==> config.mk <==
export PLATFORM = sky130hd
export DESIGN_NAME = als_lux_and_proximity_hysteresis_unit
export DESIGN_NICKNAME = d
export VERILOG_FILES = /design/src/sv/alph_pkg.sv /design/src/sv/alph_lux_path.sv /design/src/sv/als_lux_and_proximity_hysteresis_unit.sv
export SDC_FILE = /design/constraint.sdc
export NUM_CORES = 2
export LEC_CHECK = 0
export ABC_AREA = 1
export ABC_CLOCK_PERIOD_IN_PS = 6600
export BUFFER_PORTS_ARGS = -buffer_cell sky130_fd_sc_hd__buf_4
export CORE_ASPECT_RATIO = 0.75
export CORE_MARGIN = 2
export CORE_UTILIZATION = 60
export CTS_CLUSTER_DIAMETER = 50
export DETAILED_ROUTE_END_ITERATION = 10
export PLACE_DENSITY = 0.77
export SKIP_CTS_REPAIR_TIMING = 1
export SYNTH_ARGS = -nofsm -noshare
export SYNTH_HDL_FRONTEND = slang
export SYNTH_SLANG_ARGS = --single-unit
==> constraint.sdc <==
create_clock -name clk_i -period 6.6 [get_ports clk_i]
set_input_delay 0.99 -clock clk_i [delete_from_list [all_inputs] [get_ports clk_i]]
set_output_delay 0.99 -clock clk_i [all_outputs]
set_load 0.1 [all_outputs]
==> src/sv/alph_pkg.sv <==
package alph_pkg;

  localparam int unsigned CntW  = 16;
  localparam int unsigned GainW = 16;
  localparam int unsigned ProdW = CntW + GainW;
  localparam int unsigned LuxW  = 29;

  localparam logic [LuxW-1:0] LuxMax = {LuxW{1'b1}};

  // Reset values of the configuration registers.
  localparam logic [GainW-1:0] VisGainFirstRst  = 16'd4935;
  localparam logic [GainW-1:0] IrGainFirstRst   = 16'd1152;
  localparam logic [GainW-1:0] VisGainSecondRst = 16'd3109;
  localparam logic [GainW-1:0] IrGainSecondRst  = 16'd658;
  localparam logic [CntW-1:0]  NearThrRst       = 16'd213;
  localparam logic [CntW-1:0]  FarThrRst        = 16'd96;

  localparam logic KindLux  = 1'b0;
  localparam logic KindProx = 1'b1;

  typedef enum logic [1:0] {
    REQ_SAMPLE        = 2'd0,
    REQ_LIGHT_RESTART = 2'd1,
    REQ_PROX_RESTART  = 2'd2
  } req_e;

  typedef enum logic [2:0] {
    CFG_VIS_GAIN_FIRST  = 3'd0,
    CFG_IR_GAIN_FIRST   = 3'd1,
    CFG_VIS_GAIN_SECOND = 3'd2,
    CFG_IR_GAIN_SECOND  = 3'd3,
    CFG_NEAR_THR        = 3'd4,
    CFG_FAR_THR         = 3'd5
  } cfg_idx_e;

  typedef enum logic [1:0] {
    PHASE_INIT = 2'd0,
    PHASE_NEAR = 2'd1,
    PHASE_FAR  = 2'd2
  } phase_e;

  typedef struct packed {
    logic load_s1;
    logic load_s2;
  } pipe_ctl_t;

endpackage

==> src/sv/alph_lux_path.sv <==
module alph_lux_path (
  input  logic                          clk_i,
  input  alph_pkg::pipe_ctl_t           ctl_i,
  input  logic [alph_pkg::CntW-1:0]     visible_count_i,
  input  logic [alph_pkg::CntW-1:0]     infrared_count_i,
  input  logic [alph_pkg::GainW-1:0]    vis_gain_first_i,
  input  logic [alph_pkg::GainW-1:0]    ir_gain_first_i,
  input  logic [alph_pkg::GainW-1:0]    vis_gain_second_i,
  input  logic [alph_pkg::GainW-1:0]    ir_gain_second_i,
  output logic [alph_pkg::LuxW-1:0]     lux_o
);

  logic [alph_pkg::ProdW-1:0] vis_first_q, ir_first_q, vis_second_q, ir_second_q;
  logic signed [alph_pkg::ProdW:0] term_first, term_second, best;
  logic [alph_pkg::LuxW-1:0] lux_d, lux_q;

  // Stage 1: the four weighted counts.
  always_ff @(posedge clk_i) begin
    if (ctl_i.load_s1) begin
      vis_first_q  <= visible_count_i  * vis_gain_first_i;
      ir_first_q   <= infrared_count_i * ir_gain_first_i;
      vis_second_q <= visible_count_i  * vis_gain_second_i;
      ir_second_q  <= infrared_count_i * ir_gain_second_i;
    end
  end

  // Stage 2: differences, larger term, clamp to zero and to full scale.
  always_comb begin
    term_first  = $signed({1'b0, vis_first_q})  - $signed({1'b0, ir_first_q});
    term_second = $signed({1'b0, vis_second_q}) - $signed({1'b0, ir_second_q});
    best        = (term_first > term_second) ? term_first : term_second;
    if (best[alph_pkg::ProdW] || (best == '0)) begin
      lux_d = '0;
    end else if (|best[alph_pkg::ProdW-1:alph_pkg::LuxW]) begin
      lux_d = alph_pkg::LuxMax;
    end else begin
      lux_d = best[alph_pkg::LuxW-1:0];
    end
  end

  always_ff @(posedge clk_i) begin
    if (ctl_i.load_s2) begin
      lux_q <= lux_d;
    end
  end

  assign lux_o = lux_q;

endmodule

==> src/sv/als_lux_and_proximity_hysteresis_unit.sv <==
// Channel   Direction  Handshake               Beat contents
// in        sink       in_valid_i / in_stall_o  req_type, light and prox counts, enables
// out       source     out_valid_o / out_stall_i result_kind, lux_value, is_near, last_of_run
// cfg       sink       cfg_we_i                 cfg_index_i selects register, cfg_wdata_i
//
// Three registered stages: weighted products, lux value, then the report stage that
// owns the lux history and the near/far phase and fills the output register.
// An accepted input beat passes stage 1 and stage 2 before it reaches the output register.
// The report stage sends one beat per cycle when the output is not stalled, so a sample
// with lux and proximity reports holds it for both beats; others pass at one per cycle.
// Reset loads the register defaults, clears the lux history and puts the proximity
// phase back to initial. A stall on the output holds the output register and backs
// up through the stages to in_stall_o in the same cycle.
module als_lux_and_proximity_hysteresis_unit (
  input  logic                          clk_i,
  input  logic                          rst_ni,
  // input beats
  input  logic                          in_valid_i,
  output logic                          in_stall_o,
  input  logic [1:0]                    req_type_i,
  input  logic [alph_pkg::CntW-1:0]     visible_count_i,
  input  logic [alph_pkg::CntW-1:0]     infrared_count_i,
  input  logic [alph_pkg::CntW-1:0]     prox_count_i,
  input  logic                          light_active_i,
  input  logic                          prox_active_i,
  // configuration writes
  input  logic                          cfg_we_i,
  input  logic [2:0]                    cfg_index_i,
  input  logic [alph_pkg::GainW-1:0]    cfg_wdata_i,
  // result beats
  output logic                          out_valid_o,
  input  logic                          out_stall_i,
  output logic                          result_kind_o,
  output logic [alph_pkg::LuxW-1:0]     lux_value_o,
  output logic                          is_near_o,
  output logic                          last_of_run_o
);

  // Configuration registers.
  logic [alph_pkg::GainW-1:0] vis_gain_first_q, ir_gain_first_q;
  logic [alph_pkg::GainW-1:0] vis_gain_second_q, ir_gain_second_q;
  logic [alph_pkg::CntW-1:0]  near_thr_q, far_thr_q;

  always_ff @(posedge clk_i or negedge rst_ni) begin
    if (!rst_ni) begin
      vis_gain_first_q  <= alph_pkg::VisGainFirstRst;
      ir_gain_first_q   <= alph_pkg::IrGainFirstRst;
      vis_gain_second_q <= alph_pkg::VisGainSecondRst;
      ir_gain_second_q  <= alph_pkg::IrGainSecondRst;
      near_thr_q        <= alph_pkg::NearThrRst;
      far_thr_q         <= alph_pkg::FarThrRst;
    end else if (cfg_we_i) begin
      unique case (cfg_index_i)
        alph_pkg::CFG_VIS_GAIN_FIRST:  vis_gain_first_q  <= cfg_wdata_i;
        alph_pkg::CFG_IR_GAIN_FIRST:   ir_gain_first_q   <= cfg_wdata_i;
        alph_pkg::CFG_VIS_GAIN_SECOND: vis_gain_second_q <= cfg_wdata_i;
        alph_pkg::CFG_IR_GAIN_SECOND:  ir_gain_second_q  <= cfg_wdata_i;
        alph_pkg::CFG_NEAR_THR:        near_thr_q        <= cfg_wdata_i;
        alph_pkg::CFG_FAR_THR:         far_thr_q         <= cfg_wdata_i;
        default: ;  // writes past the register list are dropped
      endcase
    end
  end

  // Pipeline control.
  alph_pkg::pipe_ctl_t ctl;
  logic s1_valid_q, s2_valid_q;
  logic s1_free, s2_free, s2_retire;

  // Stage 1 and stage 2 control payload (no reset needed).
  logic [1:0] s1_req_q, s2_req_q;
  logic       s1_light_q, s2_light_q, s1_prox_q, s2_prox_q;
  logic       s1_above_near_q, s2_above_near_q, s1_below_far_q, s2_below_far_q;
  logic [alph_pkg::LuxW-1:0] s2_lux;

  // Report stage state.
  logic [alph_pkg::LuxW-1:0] last_lux_q;
  logic                      last_lux_valid_q;
  logic                      lux_done_q;
  alph_pkg::phase_e          phase_q, phase_next;

  // Output register.
  logic                      out_valid_q, out_kind_q, out_near_q, out_last_q;
  logic [alph_pkg::LuxW-1:0] out_lux_q;
  logic                      out_free;

  logic is_sample, lux_want, prox_send, prox_want, prox_near;
  logic emit_lux, emit_prox;

  assign s1_free     = !s1_valid_q || ctl.load_s2;
  assign ctl.load_s1 = in_valid_i && s1_free;
  assign s2_free     = !s2_valid_q || s2_retire;
  assign ctl.load_s2 = s1_valid_q && s2_free;
  assign in_stall_o  = !s1_free;

  always_ff @(posedge clk_i or negedge rst_ni) begin
    if (!rst_ni) begin
      s1_valid_q <= 1'b0;
      s2_valid_q <= 1'b0;
    end else begin
      if (s1_free) begin
        s1_valid_q <= in_valid_i;
      end
      if (s2_free) begin
        s2_valid_q <= s1_valid_q;
      end
    end
  end

  // Compare proximity against both thresholds on the way in.
  always_ff @(posedge clk_i) begin
    if (ctl.load_s1) begin
      s1_req_q        <= req_type_i;
      s1_light_q      <= light_active_i;
      s1_prox_q       <= prox_active_i;
      s1_above_near_q <= prox_count_i > near_thr_q;
      s1_below_far_q  <= prox_count_i < far_thr_q;
    end
    if (ctl.load_s2) begin
      s2_req_q        <= s1_req_q;
      s2_light_q      <= s1_light_q;
      s2_prox_q       <= s1_prox_q;
      s2_above_near_q <= s1_above_near_q;
      s2_below_far_q  <= s1_below_far_q;
    end
  end

  alph_lux_path u_lux_path (
    .clk_i             (clk_i),
    .ctl_i             (ctl),
    .visible_count_i   (visible_count_i),
    .infrared_count_i  (infrared_count_i),
    .vis_gain_first_i  (vis_gain_first_q),
    .ir_gain_first_i   (ir_gain_first_q),
    .vis_gain_second_i (vis_gain_second_q),
    .ir_gain_second_i  (ir_gain_second_q),
    .lux_o             (s2_lux)
  );

  // Near/far hysteresis decision for the item in the report stage.
  always_comb begin
    prox_send  = 1'b1;
    prox_near  = 1'b0;
    phase_next = phase_q;
    unique case (phase_q)
      alph_pkg::PHASE_NEAR: begin
        prox_send  = s2_below_far_q;
        phase_next = s2_below_far_q ? alph_pkg::PHASE_FAR : alph_pkg::PHASE_NEAR;
      end
      alph_pkg::PHASE_FAR: begin
        prox_send  = s2_above_near_q;
        prox_near  = 1'b1;
        phase_next = s2_above_near_q ? alph_pkg::PHASE_NEAR : alph_pkg::PHASE_FAR;
      end
      default: begin
        // initial phase, and the unused code: always report
        prox_near  = s2_above_near_q;
        phase_next = s2_above_near_q ? alph_pkg::PHASE_NEAR : alph_pkg::PHASE_FAR;
      end
    endcase
  end

  // Report the lux beat first, then the proximity beat, one per cycle while not stalled.
  always_comb begin
    is_sample = s2_valid_q && (s2_req_q == alph_pkg::REQ_SAMPLE);
    lux_want  = is_sample && s2_light_q && !lux_done_q &&
                (!last_lux_valid_q || (s2_lux != last_lux_q));
    prox_want = is_sample && s2_prox_q && prox_send;
    out_free  = !out_valid_q || !out_stall_i;
    emit_lux  = out_free && lux_want;
    emit_prox = out_free && !lux_want && prox_want;
    s2_retire = s2_valid_q &&
                ((!lux_want && !prox_want) || emit_prox || (emit_lux && !prox_want));
  end

  always_ff @(posedge clk_i or negedge rst_ni) begin
    if (!rst_ni) begin
      last_lux_valid_q <= 1'b0;
      lux_done_q       <= 1'b0;
      phase_q          <= alph_pkg::PHASE_INIT;
    end else begin
      if (ctl.load_s2) begin
        lux_done_q <= 1'b0;
      end else if (emit_lux) begin
        lux_done_q <= 1'b1;
      end
      if (emit_lux) begin
        last_lux_valid_q <= 1'b1;
      end else if (s2_retire && (s2_req_q == alph_pkg::REQ_LIGHT_RESTART)) begin
        last_lux_valid_q <= 1'b0;
      end
      if (emit_prox) begin
        phase_q <= phase_next;
      end else if (s2_retire && (s2_req_q == alph_pkg::REQ_PROX_RESTART)) begin
        phase_q <= alph_pkg::PHASE_INIT;
      end
    end
  end

  always_ff @(posedge clk_i) begin
    if (emit_lux) begin
      last_lux_q <= s2_lux;
    end
  end

  // Output register: load on a new beat, drop once taken.
  always_ff @(posedge clk_i or negedge rst_ni) begin
    if (!rst_ni) begin
      out_valid_q <= 1'b0;
    end else if (emit_lux || emit_prox) begin
      out_valid_q <= 1'b1;
    end else if (!out_stall_i) begin
      out_valid_q <= 1'b0;
    end
  end

  always_ff @(posedge clk_i) begin
    if (emit_lux) begin
      out_kind_q <= alph_pkg::KindLux;
      out_lux_q  <= s2_lux;
      out_near_q <= 1'b0;
      out_last_q <= !prox_want;
    end else if (emit_prox) begin
      out_kind_q <= alph_pkg::KindProx;
      out_lux_q  <= '0;
      out_near_q <= prox_near;
      out_last_q <= 1'b1;
    end
  end

  assign out_valid_o   = out_valid_q;
  assign result_kind_o = out_kind_q;
  assign lux_value_o   = out_lux_q;
  assign is_near_o     = out_near_q;
  assign last_of_run_o = out_last_q;

endmodule

==> impl_metrics.csv <==
group,metric,value,unit
outcome,status,"completed",
route,wl_met2,62.4,mm
die,die_area,91300,µm²
grt,grt.total_usage,33.1,%
cts,clock_path_buffers,3,
route,drtAntennaViolNets,0,
grt,first_global_vias,43400,
critical_path,cp_slowest_cell,"dfrtp_1",
logic_synthesis,synthFlopType,"edfxtp_1",
route,vias,42900,
grt,grt_pass1_wl,236,mm
timing,fin_skew,0.0221,ns
logic_synthesis,yosys_warnings,0,
critical_path,cp.required,6.89,ns
timing,maxSlewViolCount,0,
critical_path,cp.arrival,6.48,ns
place,dp.cells,7882,
critical_path,cp.buffers_inverters,7,
timing,hold_violations,0,
cts,clk_pin_slew,0.06,ns
logic_synthesis,yosysSeqAreaShare,17.8,%
critical_path,critPathLaunchType,"flip-flop",
route,met1_length,62.5,mm
layout,drive_gt1_share,4.96,%
place,place_congestion,1.01,
layout,layoutNonFillerInstCount,7947,
critical_path,cpLargestDelayFamily,"adder cells",
critical_path,end_kind,"flip-flop",
timing,finalCriticalPeriod,6.19,ns
logic_synthesis,ys_seq_elements,333,
cts,cts_made_buffers,37,
grt,antenna_found_initial,6,
worst_hold_path,hp-class,"flip-flop to flip-flop",
logic_synthesis,netlist_instances,6766,
cts,htree_levels,2,
route,drc,0,
layout,fin_util,64.4,%
place,dpl_cell_area,55500,µm²
route,drt-total-wl,147,mm
critical_path,cp_cell_sequence,"buf_4 > nand2_1 > fa_1 > fa_1 > inv_1 > ha_1 > inv_1 > fa_1 > inv_1 > fa_1 > inv_1 > fa_1 > inv_1 > ha_1 > nand2_1 > o21ai_0 > a21oi_1 > inv_1 > a21oi_1 > o21ai_0 > a21oi_1 > xnor2_1",
die,rows,94,
die,fp.dieW,348,µm
grt,grt_max_degree,71,
die,ios,110,
critical_path,crit_fanout,15,
logic_synthesis,syn_avg_cell_area,7.88,µm²
critical_path,crit_path_max_incr_delay,0.82,ns
logic_synthesis,synth_area,53300,µm²
timing,slew-limit-headroom,19.7,%
route,maxUsedRoutingLayer,"met5",
die,core_area,87900,µm²
route,detail_route.wl_per_cell,18.4,µm
route,via_per_inst,5.39,
logic_synthesis,synth_edf_count,228,
layout,design_area,56600,µm²
timing,setup_viol,0,
place,hpwl,120,mm
critical_path,path_common_cell,"inv_1",
cts,root_buffer,"clkbuf_16",
cts,cts_tree,"yes",
logic_synthesis,synth-async-reset-ratio,30.9,%
cts,clkLatencyLatePin,0.56,ns
critical_path,crit_type,"flip-flop to flip-flop",
layout,final_nets,8169,
timing,max_freq,162,MHz
timing,tightest_slew,1.20,ns
layout,area_growth,6.03,%
route,firstDrtPassIters,9,
flow_run,cap_violations,0,
grt,grt-ovfl-total,0,
place,port_buffers,109,
cts,clock-sinks,333,
route,drt_iter0_drc,4316,
logic_synthesis,synthDistinctLibCells,57,
logic_synthesis,syn_nets,8166,
route,met3_length,18.9,mm
die,start_util,60.7,%
timing,finalCritPeriodShare,93.7,%
timing,rsz0062_at_grt,"no",
die,die_h,262,µm
-- metrics by stage --
step	setup slack, ns	hold WS [ns]	setup TNS [ns]
floorplan	0.345	0.400	0
global placement	-0.0350	0.405	-0.0503
detailed placement	-0.0285	0.405	-0.0570
CTS	0.488	0.423	0
global route	0.127	0.429	0
finish	0.415	0.423	0
-- registers in the layout, summed over array words and instances (netlist names), 16 cells and up --
| name | count |
|---|---|
| far_thr_q | 16 |
| ir_gain_first_q | 16 |
| ir_gain_second_q | 16 |
| last_lux_q | 29 |
| lux_value_o | 29 |
| near_thr_q | 16 |
| u_lux_path.ir_first_q | 32 |
| u_lux_path.ir_second_q | 32 |
| u_lux_path.lux_o | 29 |
| u_lux_path.vis_first_q | 32 |
| u_lux_path.vis_second_q | 32 |
| vis_gain_first_q | 16 |
| vis_gain_second_q | 16 |
-- cell usage after synthesis, types with 78 or more instances --
cell / instances / area share, %
nor2_1: 236 / 1.7
nand2_1: 1869 / 13
dfrtp_1: 78 / 3.7
xor2_1: 100 / 1.6
inv_1: 1818 / 13
ha_1: 546 / 13
fa_1: 778 / 29
o21ai_0: 165 / 1.5
clkbuf_1: 246 / 1.7
edfxtp_1: 228 / 13
a21oi_1: 234 / 2.2
nand3_1: 119 / 1.1
-- cells by family after synthesis --
logic type	Yosys count	share of synthesized area, %
flops	333	17.8
fa+ha+maj	1324	42.0
xor+xnor	158	2.59
simple gates	2352	17.4
compound gates	521	5.44
buf+inv	2078	14.7
-- final timing paths --
kind / start / end / slack (ns) / cells past startpoint
max: ir_gain_first_q[6]$_DFFE_PN0P_ / u_lux_path.ir_first_q[19]$_DFFE_PP_ / 0.41 / 22
min: s1_light_q$_DFFE_PP_ / s2_light_q$_DFFE_PP_ / 0.42 / 0
max reg2reg: ir_gain_first_q[6]$_DFFE_PN0P_ / u_lux_path.ir_first_q[19]$_DFFE_PP_ / 0.41 / 22
min reg2reg: s1_light_q$_DFFE_PP_ / s2_light_q$_DFFE_PP_ / 0.42 / 0
max in group asynchronous: rst_ni / ir_gain_first_q[12]$_DFFE_PN0P_ / 4.70 / 2
min in group asynchronous: rst_ni / phase_q[1]$_DFFE_PN0P_ / 0.49 / 1
-- final cells by class --
cell class	instances	area, µm²
Inverter	1819	6830
Tap cell	1152	1440
Clock buffer	50	985
Clock inverter	14	108
Sequential cell	333	9500
Fill cell	7540	31300
Timing Repair Buffer	223	1700
Antenna cell	1	2.50
Multi-Input combinational cell	4355	36000
-- per-layer routing --
layer	vias up	GRT usage, %
met2	2114	49.5
met5	-	0
met3	218	10.3
li1	20000	-
met4	4	6.04
met1	20500	48.0
-- layout by cell type (no fill, tap or decap), drive strengths merged, types with 2 or more instances in the layout --
| cell type | count |
|---|---|
| a211oi | 9 |
| a21boi | 7 |
| a21o | 13 |
| a21oi | 236 |
| a31o | 2 |
| a31oi | 27 |
| and2 | 5 |
| buf | 223 |
| clkbuf | 50 |
| clkinv | 8 |
| dfrtp | 78 |
| dfstp | 25 |
| dfxtp | 2 |
| edfxtp | 228 |
| fa | 778 |
| ha | 546 |
| inv | 1824 |
| nand2 | 1873 |
| nand3 | 120 |
| nand3b | 15 |
| nand4 | 36 |
| nor2 | 258 |
| nor3 | 29 |
| nor4 | 7 |
| o2111ai | 5 |
| o211ai | 15 |
| o21a | 7 |
| o21ai | 166 |
| o21bai | 17 |
| o221ai | 2 |
| o22ai | 4 |
| o311ai | 4 |
| or2 | 5 |
| xnor2 | 58 |
| xor2 | 100 |
Power is left out: the tool's default activity adds up to more than one toggle a clock period on the data nets, which glitch-free logic cannot reach.
